### config.mk
export PLATFORM = sky130hd
export DESIGN_NAME = power_button_press_classifier
export DESIGN_NICKNAME = d
export VERILOG_FILES = /design/src/hw/rtl/pbpc_pkg.sv /design/src/hw/rtl/pbpc_cfg.sv /design/src/hw/rtl/pbpc_counter.sv /design/src/hw/rtl/power_button_press_classifier.sv
export SDC_FILE = /design/constraint.sdc
export NUM_CORES = 1
export LEC_CHECK = 0
export ABC_AREA = 1
export BUFFER_PORTS_ARGS = -buffer_cell sky130_fd_sc_hd__buf_2
export CORE_AREA = 8 8 142 144
export DETAILED_ROUTE_END_ITERATION = 8
export DIE_AREA = 0 0 150 152
export SETUP_SLACK_MARGIN = 0.2
export SYNTH_ARGS = -nofsm -noshare
export SYNTH_HDL_FRONTEND = slang
export SYNTH_HIERARCHICAL = 1
export SYNTH_SLANG_ARGS = --single-unit
### constraint.sdc
create_clock -name clk -period 3.2 [get_ports clk]
set_input_delay 0.32 -clock clk [delete_from_list [all_inputs] [get_ports clk]]
set_output_delay 0.32 -clock clk [all_outputs]
set_load 0.1 [all_outputs]
### src/hw/rtl/pbpc_pkg.sv
`default_nettype none

package pbpc_pkg;

    localparam int LEVEL_BITS = 5;
    localparam int NUM_SLOTS  = 4;
    localparam int THR_BITS   = 8;
    localparam int CFG_IDX_BITS = 2;

    typedef enum logic [1:0] {
        REQ_NONE  = 2'd0,
        REQ_OFF   = 2'd1,
        REQ_ON    = 2'd2,
        REQ_CYCLE = 2'd3
    } pbpc_req_t;

    localparam logic [CFG_IDX_BITS-1:0] CFG_SLED_CYCLE_MIN = 2'd0;
    localparam logic [CFG_IDX_BITS-1:0] CFG_CYCLE_MIN      = 2'd1;
    localparam logic [CFG_IDX_BITS-1:0] CFG_OFF_MIN        = 2'd2;
    localparam logic [CFG_IDX_BITS-1:0] CFG_ON_MIN         = 2'd3;

    localparam logic [THR_BITS-1:0] SLED_CYCLE_MIN_RST = 8'd4;
    localparam logic [THR_BITS-1:0] CYCLE_MIN_RST      = 8'd4;
    localparam logic [THR_BITS-1:0] OFF_MIN_RST        = 8'd8;
    localparam logic [THR_BITS-1:0] ON_MIN_RST         = 8'd1;

    typedef struct packed {
        logic [LEVEL_BITS-1:0] button_levels;
        logic [NUM_SLOTS-1:0]  slot_power_off;
    } pbpc_in_t;

    typedef struct packed {
        logic       sled_request;
        logic [1:0] slot1_request;
        logic [1:0] slot2_request;
        logic [1:0] slot3_request;
        logic [1:0] slot4_request;
    } pbpc_out_t;

    typedef struct packed {
        logic [THR_BITS-1:0] sled_cycle_min_ticks;
        logic [THR_BITS-1:0] cycle_min_ticks;
        logic [THR_BITS-1:0] off_min_ticks;
        logic [THR_BITS-1:0] on_min_ticks;
    } pbpc_cfg_t;

endpackage

`default_nettype wire

### src/hw/rtl/pbpc_cfg.sv
`default_nettype none

module pbpc_cfg (
    input  wire logic                               clk,
    input  wire logic                               rst_n,
    input  wire logic                               cfg_we,
    input  wire logic [pbpc_pkg::CFG_IDX_BITS-1:0]  cfg_index,
    input  wire logic [pbpc_pkg::THR_BITS-1:0]      cfg_data,
    output pbpc_pkg::pbpc_cfg_t                     cfg
);
    import pbpc_pkg::*;

    pbpc_cfg_t cfg_reg;
    pbpc_cfg_t cfg_next;

    always_comb
    begin
        cfg_next = cfg_reg;
        if (cfg_we)
        begin
            case (cfg_index)
                CFG_SLED_CYCLE_MIN: cfg_next.sled_cycle_min_ticks = cfg_data;
                CFG_CYCLE_MIN:      cfg_next.cycle_min_ticks      = cfg_data;
                CFG_OFF_MIN:        cfg_next.off_min_ticks        = cfg_data;
                CFG_ON_MIN:         cfg_next.on_min_ticks         = cfg_data;
                default:            cfg_next = cfg_reg;
            endcase
        end
    end

    always_ff @(posedge clk or negedge rst_n)
    begin
        if (!rst_n)
        begin
            cfg_reg.sled_cycle_min_ticks <= SLED_CYCLE_MIN_RST;
            cfg_reg.cycle_min_ticks      <= CYCLE_MIN_RST;
            cfg_reg.off_min_ticks        <= OFF_MIN_RST;
            cfg_reg.on_min_ticks         <= ON_MIN_RST;
        end
        else
        begin
            cfg_reg <= cfg_next;
        end
    end

    assign cfg = cfg_reg;

endmodule

`default_nettype wire

### src/hw/rtl/pbpc_counter.sv
`default_nettype none

module pbpc_counter #(
    parameter int COUNT_BITS = 8
) (
    input  wire logic                  clk,
    input  wire logic                  rst_n,
    input  wire logic                  advance,
    input  wire logic                  pressed,
    output logic [COUNT_BITS-1:0]      count,
    output logic                       released
);
    import pbpc_pkg::*;

    logic [COUNT_BITS-1:0] count_reg;
    logic [COUNT_BITS-1:0] count_next;

    always_comb
    begin
        count_next = count_reg;
        if (advance)
        begin
            if (pressed)
            begin
                if (count_reg != {COUNT_BITS{1'b1}})
                begin
                    count_next = count_reg + {{(COUNT_BITS-1){1'b0}}, 1'b1};
                end
            end
            else
            begin
                count_next = '0;
            end
        end
    end

    always_ff @(posedge clk or negedge rst_n)
    begin
        if (!rst_n)
        begin
            count_reg <= '0;
        end
        else
        begin
            count_reg <= count_next;
        end
    end

    assign count    = count_reg;
    assign released = !pressed && (count_reg != '0);

endmodule

`default_nettype wire

### src/hw/rtl/power_button_press_classifier.sv
// Power button press classifier. Each accepted request is one sampling tick
// carrying five active-low button levels (baseboard, then slots 1-4) and the
// 12V-off status of each slot; every request yields exactly one result in
// the next cycle, and a new request is taken every cycle while the result
// register is empty or being drained (one tick per cycle, set by the single
// result register). Per-button held-tick counters saturate and are
// classified on release against the four threshold registers written
// through the cfg port: baseboard press above sled_cycle_min_ticks requests
// a sled cycle; a slot press on an unpowered slot of at least on_min_ticks
// requests 12V on, otherwise above cycle_min_ticks requests 12V cycle, or
// 12V off when also above off_min_ticks.
`default_nettype none

module power_button_press_classifier #(
    parameter int NUM_BUTTONS = 5,
    parameter int COUNT_BITS  = 8
) (
    input  wire logic                               clk,
    input  wire logic                               rst_n,
    input  wire logic                               in_valid,
    output logic                                    in_ready,
    input  wire pbpc_pkg::pbpc_in_t                 in_data,
    output logic                                    out_valid,
    input  wire logic                               out_ready,
    output pbpc_pkg::pbpc_out_t                     out_data,
    input  wire logic                               cfg_we,
    input  wire logic [pbpc_pkg::CFG_IDX_BITS-1:0]  cfg_index,
    input  wire logic [pbpc_pkg::THR_BITS-1:0]      cfg_data
);
    import pbpc_pkg::*;

    localparam int NUM_LIVE = (NUM_BUTTONS < LEVEL_BITS) ? NUM_BUTTONS : LEVEL_BITS;
    localparam int CMP_W    = (COUNT_BITS > THR_BITS) ? COUNT_BITS : THR_BITS;

    pbpc_cfg_t cfg;
    logic      accept;

    logic [COUNT_BITS-1:0] count_w [NUM_LIVE];
    logic [NUM_LIVE-1:0]   rel_w;
    pbpc_req_t             slot_req [NUM_SLOTS];
    logic                  sled_w;

    pbpc_out_t out_data_reg;
    pbpc_out_t out_data_next;
    logic      out_valid_reg;

    assign in_ready = !out_valid_reg || out_ready;
    assign accept   = in_valid && in_ready;

    pbpc_cfg u_cfg (
        .clk       (clk),
        .rst_n     (rst_n),
        .cfg_we    (cfg_we),
        .cfg_index (cfg_index),
        .cfg_data  (cfg_data),
        .cfg       (cfg)
    );

    for (genvar b = 0; b < NUM_LIVE; b++)
    begin : g_btn
        pbpc_counter #(
            .COUNT_BITS (COUNT_BITS)
        ) u_counter (
            .clk      (clk),
            .rst_n    (rst_n),
            .advance  (accept),
            .pressed  (!in_data.button_levels[b]),
            .count    (count_w[b]),
            .released (rel_w[b])
        );
    end

    logic [CMP_W-1:0] cnt0_x;
    assign cnt0_x = CMP_W'(count_w[0]);
    assign sled_w = rel_w[0] && (cnt0_x > CMP_W'(cfg.sled_cycle_min_ticks));

    for (genvar s = 0; s < NUM_SLOTS; s++)
    begin : g_slot
        if (s + 1 < NUM_LIVE)
        begin : g_live
            logic [CMP_W-1:0] cnt_x;
            assign cnt_x = CMP_W'(count_w[s+1]);
            always_comb
            begin
                slot_req[s] = REQ_NONE;
                if (rel_w[s+1])
                begin
                    if (in_data.slot_power_off[s]
                        && (cnt_x >= CMP_W'(cfg.on_min_ticks)))
                    begin
                        slot_req[s] = REQ_ON;
                    end
                    else if (cnt_x > CMP_W'(cfg.cycle_min_ticks))
                    begin
                        slot_req[s] = (cnt_x <= CMP_W'(cfg.off_min_ticks))
                                      ? REQ_CYCLE : REQ_OFF;
                    end
                end
            end
        end
        else
        begin : g_absent
            assign slot_req[s] = REQ_NONE;
        end
    end

    always_comb
    begin
        out_data_next.sled_request  = sled_w;
        out_data_next.slot1_request = slot_req[0];
        out_data_next.slot2_request = slot_req[1];
        out_data_next.slot3_request = slot_req[2];
        out_data_next.slot4_request = slot_req[3];
    end

    always_ff @(posedge clk or negedge rst_n)
    begin
        if (!rst_n)
        begin
            out_valid_reg <= 1'b0;
        end
        else if (accept)
        begin
            out_valid_reg <= 1'b1;
        end
        else if (out_ready)
        begin
            out_valid_reg <= 1'b0;
        end
    end

    always_ff @(posedge clk)
    begin
        if (accept)
        begin
            out_data_reg <= out_data_next;
        end
    end

    assign out_valid = out_valid_reg;
    assign out_data  = out_data_reg;

    a_accept_gives_result: assert property (@(posedge clk) disable iff (!rst_n)
        accept |=> out_valid)
        else $error("accepted request did not produce a result");

    a_held_base_no_sled: assert property (@(posedge clk) disable iff (!rst_n)
        (accept && !in_data.button_levels[0]) |=> !out_data.sled_request)
        else $error("sled request while baseboard button held");

    a_held_slot1_no_req: assert property (@(posedge clk) disable iff (!rst_n)
        (accept && !in_data.button_levels[1]) |=> (out_data.slot1_request == REQ_NONE))
        else $error("slot 1 request while its button held");

    a_idle_holds_result: assert property (@(posedge clk) disable iff (!rst_n)
        (!accept && out_valid && !out_ready) |=> (out_valid && $stable(out_data)))
        else $error("pending result changed without a new request");

endmodule

`default_nettype wire
Yosys cells after proc, flatten, opt, wreduce, memory -nomap -nowiden --
Cells that the tools add are included.
Word-level totals: word-level logic and storage cells 115, bits of input ports 24, output and inout bits 11, register bits 82
Cells by class: magnitude comparators 13, add/subtract/negate cells 5, bitwise logic cells 8, reduce and logical (&&, ||, !) cells 38, equality and inequality tests 8, mux-type cells 24
Operator list (count):
- $mux W8 | 10
- $add A8 B1 Y8 const B | 5
- $gt A8 B8 Y1 | 5
- $ne A8 B8 Y1 const B | 5
- $reduce_bool A8 Y1 | 5
- $ge A8 B8 Y1 | 4
- $le A8 B8 Y1 | 4
- $mux W2 | 12
- $reduce_and A2 Y1 | 9
- $reduce_bool A2 Y1 | 6
- $reduce_or A3 Y1 | 4
- $logic_and A1 B1 Y1 | 11
- $not A1 Y1 | 8
- $eq A2 B2 Y1 const B | 2
- $eq A2 B1 Y1 const B | 1
- $logic_not A2 Y1 | 1
- $mux W1 | 2
- $logic_not A1 Y1 | 1
- $logic_or A1 B1 Y1 | 1

Depth between registers and ports, before layout --
depth in word-level cells 4, depth in mapped cells 12, mapped depth without buffers 12

Hierarchy --
Netlist, hierarchy kept.
By module, submodules not included:
- power_button_press_classifier | cells each 449, area each 2999.1 um^2, sequential area each 295.3 um^2, instances 1
- pbpc_counter | cells each 74, area each 519.2 um^2, sequential area each 200.2 um^2, instances 5
- pbpc_cfg | cells each 143, area each 1441.4 um^2, sequential area each 805.8 um^2, instances 1

Worst setup path after synthesis --
No wires, ideal clock.
path type register to register, start point register out_valid_reg (netlist: out_valid), end point register g_btn[0].u_counter.count_reg[1], path slack 0.245 ns, clock period less this slack 2.955 ns, stages on the path, launching flop included 6, arrival time 2.890 ns, path buffers 0, data required time 3.135 ns, setup time 0.065 ns, path through dfrtp_1 > a21oi_1 > nand3_2 > inv_2 > nand2_1 > nand2_1
Between the ends: longest elaborated chain between the ends 4
Ends and longest elaborated chain:
- from (decl) | RTL line power_button_press_classifier.sv:45 | logic out_valid_reg;
- from (signal assigned) | RTL line power_button_press_classifier.sv:120 | out_valid_reg <= 1'b0;
- from (signal assigned) | RTL line power_button_press_classifier.sv:124 | out_valid_reg <= 1'b1;
- from (signal assigned) | RTL line power_button_press_classifier.sv:128 | out_valid_reg <= 1'b0;
- $logic_not A1 Y1 | RTL line power_button_press_classifier.sv:47 | assign in_ready = !out_valid_reg || out_ready;
- $logic_or A1 B1 Y1 | RTL line power_button_press_classifier.sv:47
- $logic_and A1 B1 Y1 | RTL line power_button_press_classifier.sv:48 | assign accept = in_valid && in_ready;
- via accept | RTL line power_button_press_classifier.sv:36 | logic accept;
- $reduce_and A2 Y1 (no line)
- to (signal assigned) | RTL line pbpc_counter.sv:45 | count_reg <= count_next;
- to (decl) | RTL line pbpc_counter.sv:15 | logic [COUNT_BITS-1:0] count_reg;
The timed path passes the listed nets, and every way through them passes these cells. A chain may end at the register's enable or synchronous reset.

Worst setup path after layout --
start point register u_cfg.cfg_reg, in the netlist u_cfg/cfg[23], end point register out_data_reg, in the netlist out_data[7], data pin
Between the ends: longest elaborated chain between the ends 3
Ends and longest elaborated chain:
- from (decl) | RTL line pbpc_cfg.sv:13 | pbpc_cfg_t cfg_reg;
- from (signal assigned) | RTL line pbpc_cfg.sv:42 | cfg_reg <= cfg_next;
- $gt A8 B8 Y1 | RTL line power_button_press_classifier.sv:93 | else if (cnt_x > CMP_W'(cfg.cycle_min_ticks))
- $mux W2 | RTL line power_button_press_classifier.sv:93
- $mux W2 | RTL line power_button_press_classifier.sv:88 | if (in_data.slot_power_off[s]
- to (signal assigned) | RTL line power_button_press_classifier.sv:136 | out_data_reg <= out_data_next;
- to (decl) | RTL line power_button_press_classifier.sv:43 | pbpc_out_t out_data_reg;
Every way passes these cells.

==> impl_metrics.xml <==
<?xml version="1.0" encoding="UTF-8"?>
<metrics>
  <group name="global_routing">
    <metric name="global_route.usage.total" unit="%">16.3</metric>
    <metric name="grt-ovfl-total" unit="">0</metric>
    <metric name="first_global_vias" unit="">5868</metric>
    <metric name="antenna_found_initial" unit="">0</metric>
    <metric name="grt_start_max_net_pins" unit="">74</metric>
    <metric name="grt_first_pass_wirelength" unit="um">29700</metric>
  </group>
  <group name="synth">
    <metric name="synth_top_area_cell" unit="">dfrtp_1</metric>
    <metric name="synth_enable_flop_cells" unit="">9</metric>
    <metric name="post-synth-top-area-fraction" unit="%">24.5</metric>
    <metric name="synth_cells" unit="">962</metric>
    <metric name="synth_seq_cells" unit="">82</metric>
    <metric name="post-synth-top-count-cell" unit="">nand2_1</metric>
    <metric name="netlist_top_cells_area" unit="">dfrtp_1 (25%), ha_1 (20%), nand2_1 (20%)</metric>
    <metric name="postSynthNetCount" unit="">1100</metric>
    <metric name="asyncSetResetFlopFracSynth" unit="%">89.0</metric>
    <metric name="post_synth_instance_area" unit="um2">7040</metric>
    <metric name="synth.avg_cell_area" unit="um2">7.31</metric>
    <metric name="seq_area_frac_synth" unit="%">29.9</metric>
    <metric name="synth_common_cells" unit="">nand2_1 (380), inv_1 (120), ha_1 (114)</metric>
    <metric name="synth_cell_types" unit="">30</metric>
    <metric name="synth.yosys.warnings" unit="">6</metric>
    <metric name="synth_ff_type" unit="">dfrtp_1</metric>
  </group>
  <group name="power">
    <metric name="vdd.ir_drop.worst" unit="uV">283</metric>
    <metric name="total_chip_power" unit="uW">3510</metric>
    <metric name="power_density" unit="nW/um2">453</metric>
    <metric name="p_leak" unit="uW">0.00424</metric>
  </group>
  <group name="finish">
    <metric name="areaGrowthSynthToFinish" unit="%">10.3</metric>
    <metric name="final_core_utilization" unit="%">43.7</metric>
    <metric name="fill_cells" unit="">1878</metric>
    <metric name="diodes" unit="">0</metric>
    <metric name="nNetsFinal" unit="">1139</metric>
    <metric name="largest_register_ff_count" unit="">40</metric>
    <metric name="drive_above_1_share" unit="%">11.6</metric>
    <metric name="stdcell_area" unit="um2">7760</metric>
    <metric name="finish.cell_count_without_fillers" unit="">1235</metric>
  </group>
  <group name="timing">
    <metric name="timing.final.hold_violations" unit="">0</metric>
    <metric name="period_needed" unit="ns">1.73</metric>
    <metric name="report.final.slew_viol_count" unit="">0</metric>
    <metric name="fin_tns_setup" unit="ns">0</metric>
    <metric name="finalClockSkew" unit="ns">0.00844</metric>
    <metric name="grt_setup_unrepaired" unit="">no</metric>
    <metric name="worst_slew_margin_rel" unit="%">36.0</metric>
    <metric name="timing_worst_slew_pin_value" unit="ns">0.960</metric>
    <metric name="setup_viol" unit="">0</metric>
    <metric name="portion_of_the_clock_cycle_consumed_by_the_worst_path_in_the_final_layout" unit="%">54.0</metric>
    <metric name="achievable_frequency" unit="GHz">0.579</metric>
  </group>
  <group name="clock_network">
    <metric name="clkSinkCount" unit="">82</metric>
    <metric name="tritoncts.num_buffers" unit="">9</metric>
    <metric name="h-tree-depth" unit="">3</metric>
    <metric name="postCtsHoldBufs" unit="">0</metric>
    <metric name="path_clk_slew" unit="ns">0.07</metric>
    <metric name="cts.path.max_buffers" unit="">2</metric>
    <metric name="clkLatencyLatePin" unit="ns">0.35</metric>
    <metric name="clock-root-buffer" unit="">clkbuf_16</metric>
    <metric name="tritoncts" unit="">built</metric>
    <metric name="post_cts_buffers" unit="">0</metric>
    <metric name="cts_repair_resize_count" unit="">0</metric>
  </group>
  <group name="place">
    <metric name="number_of_buffers_inserted_by_port_buffering" unit="">34</metric>
    <metric name="final_hpwl_from_detailed_placement" unit="um">12800</metric>
    <metric name="placed_cell_area" unit="um2">7440</metric>
    <metric name="place_inst" unit="">1219</metric>
    <metric name="routabilityCongestion" unit="">0.786</metric>
  </group>
  <group name="setup_path">
    <metric name="critical-path-top-cell-by-count" unit="">nand2_1</metric>
    <metric name="worst_r2r_path_depth" unit="">7</metric>
    <metric name="critical_path.slowest_cell" unit="">dfrtp_1</metric>
    <metric name="r2r_start" unit="">u_cfg/cfg[23]$_DFFE_PN0P_</metric>
    <metric name="worst_setup_path_start_kind" unit="">flip-flop</metric>
    <metric name="cp-end-kind" unit="">flip-flop</metric>
    <metric name="path_cells" unit="">inv_1 -&gt; ha_1 -&gt; a21o_2 -&gt; nor2_1 -&gt; a21oi_1 -&gt; nand2_1 -&gt; nand2_1</metric>
    <metric name="arrival" unit="ns">1.84</metric>
    <metric name="critical_path.n_buffers_inverters" unit="">1</metric>
    <metric name="timing.rr.end" unit="">out_data[7]$_SDFFCE_PN0P_</metric>
    <metric name="critPathMaxFanout" unit="">4</metric>
    <metric name="r2r_slack" unit="ns">1.47</metric>
    <metric name="path_delay_family" unit="">flip-flops</metric>
    <metric name="cp.depth" unit="">7</metric>
    <metric name="worst_path_largest_cell_delay" unit="ns">0.38</metric>
    <metric name="worstPathRequired" unit="ns">3.31</metric>
    <metric name="crit_path_class" unit="">flip-flop to flip-flop</metric>
  </group>
  <group name="route">
    <metric name="drtAntennaViolNets" unit="">0</metric>
    <metric name="detail_route.iter0.violations" unit="">367</metric>
    <metric name="route.detailed.wl_per_inst" unit="um">14.2</metric>
    <metric name="route.final.wire_length" unit="um">17500</metric>
    <metric name="routed_via_count_divided_by_cell_count" unit="">4.81</metric>
    <metric name="num_vias" unit="">5938</metric>
    <metric name="drt-pass1-iter-count" unit="">4</metric>
    <metric name="drc" unit="">0</metric>
  </group>
  <group name="floorplan">
    <metric name="die_area" unit="um2">22800</metric>
    <metric name="die_y" unit="um">152</metric>
    <metric name="core" unit="um2">17800</metric>
    <metric name="rows" unit="">49</metric>
    <metric name="initial_utilization" unit="%">39.6</metric>
    <metric name="die_w" unit="um">150</metric>
    <metric name="i_o_pin_count" unit="">35</metric>
  </group>
  <group name="job">
    <metric name="cap_viol_max_count" unit="">0</metric>
  </group>
  <group name="status">
    <metric name="run_status" unit="">finished, final reports clean</metric>
  </group>
  <group name="hold_path">
    <metric name="min-delay-path-class" unit="">input pin to async pin</metric>
  </group>
</metrics>
-- layer usage --
layer / track usage (%) / routed length (um) / up-vias
met2: 26.3 / 7990 / 79
li1: - / - / 3165
met3: 3.21 / 604 / 12
met1: 21.7 / 8640 / 2682
met5: 0 / 0 / -
met4: 4.14 / 261 / 0
-- layout make-up --
cell class                      instances  area (um2)  area share [%]
Inverter                              127         504            6.50
Clock inverter                          7         100            1.29
Sequential cell                        82        2100            27.1
Tap cell                              229         287            3.69
Multi-Input combinational cell        745        4360            56.1
Timing Repair Buffer                   36         188            2.42
Clock buffer                            9         225            2.90
-- worst register-to-register path, cell delays in order, from the launching register on --
cell and delay [ns]:
dfrtp_1 0.38, inv_1 0.23, ha_1 0.30, a21o_2 0.21, nor2_1 0.17, a21oi_1 0.10
nand2_1 0.06, nand2_1 0.04
-- layout by cell type (no fill, tap or decap), types with 10 or more instances in the layout --
cell type  instances
nand2_1          380
inv_1            120
ha_1             114
dfrtp_1           69
nor2_1            51
a21oi_1           44
buf_2             33
nand4_1           29
nand3_1           21
nor2_2            19
o21ai_1           15
or2_2             10
nand3_2           10
-- through the flow --
stage / hold WS (ns) / worst slack [ns]
global placement: 0.453 / 1.40
finish: 0.127 / 1.47
global route: 0.199 / 1.30
CTS: 0.162 / 1.45
floorplan: 0.0244 / 0.245
detailed placement: 0.459 / 1.40
-- cells by family after synthesis --
family	synth area share, %
flops	29.9
buf+inv	8.39
simple gates	34.5
compound gates	6.37
xor+xnor	0.622
fa+ha+maj	20.3
-- worst max-delay path by stage --
stage | start | to | slack, ns
global placement | out_ready | g_btn[0].u_counter/count[0]$_DFFE_PN0P_ | 1.40
CTS | out_valid$_DFFE_PN0P_ | g_btn[0].u_counter/count[3]$_DFFE_PN0P_ | 1.45
finish | u_cfg/cfg[23]$_DFFE_PN0P_ | out_data[7]$_SDFFCE_PN0P_ | 1.47
global route | u_cfg/cfg[11]$_DFFE_PN1P_ | out_data[5]$_SDFFCE_PN0P_ | 1.30
floorplan | out_valid$_DFFE_PN0P_ | g_btn[0].u_counter/count[1]$_DFFE_PN0P_ | 0.25
detailed placement | out_ready | g_btn[0].u_counter/count[3]$_DFFE_PN0P_ | 1.40
-- where the power goes --
group / internal (uW) / switching, uW / total (uW)
Combinational: 371 / 700 / 1070
Clock: 691 / 465 / 1160
Sequential: 1160 / 125 / 1290
Power figures use the tool's default switching activity.
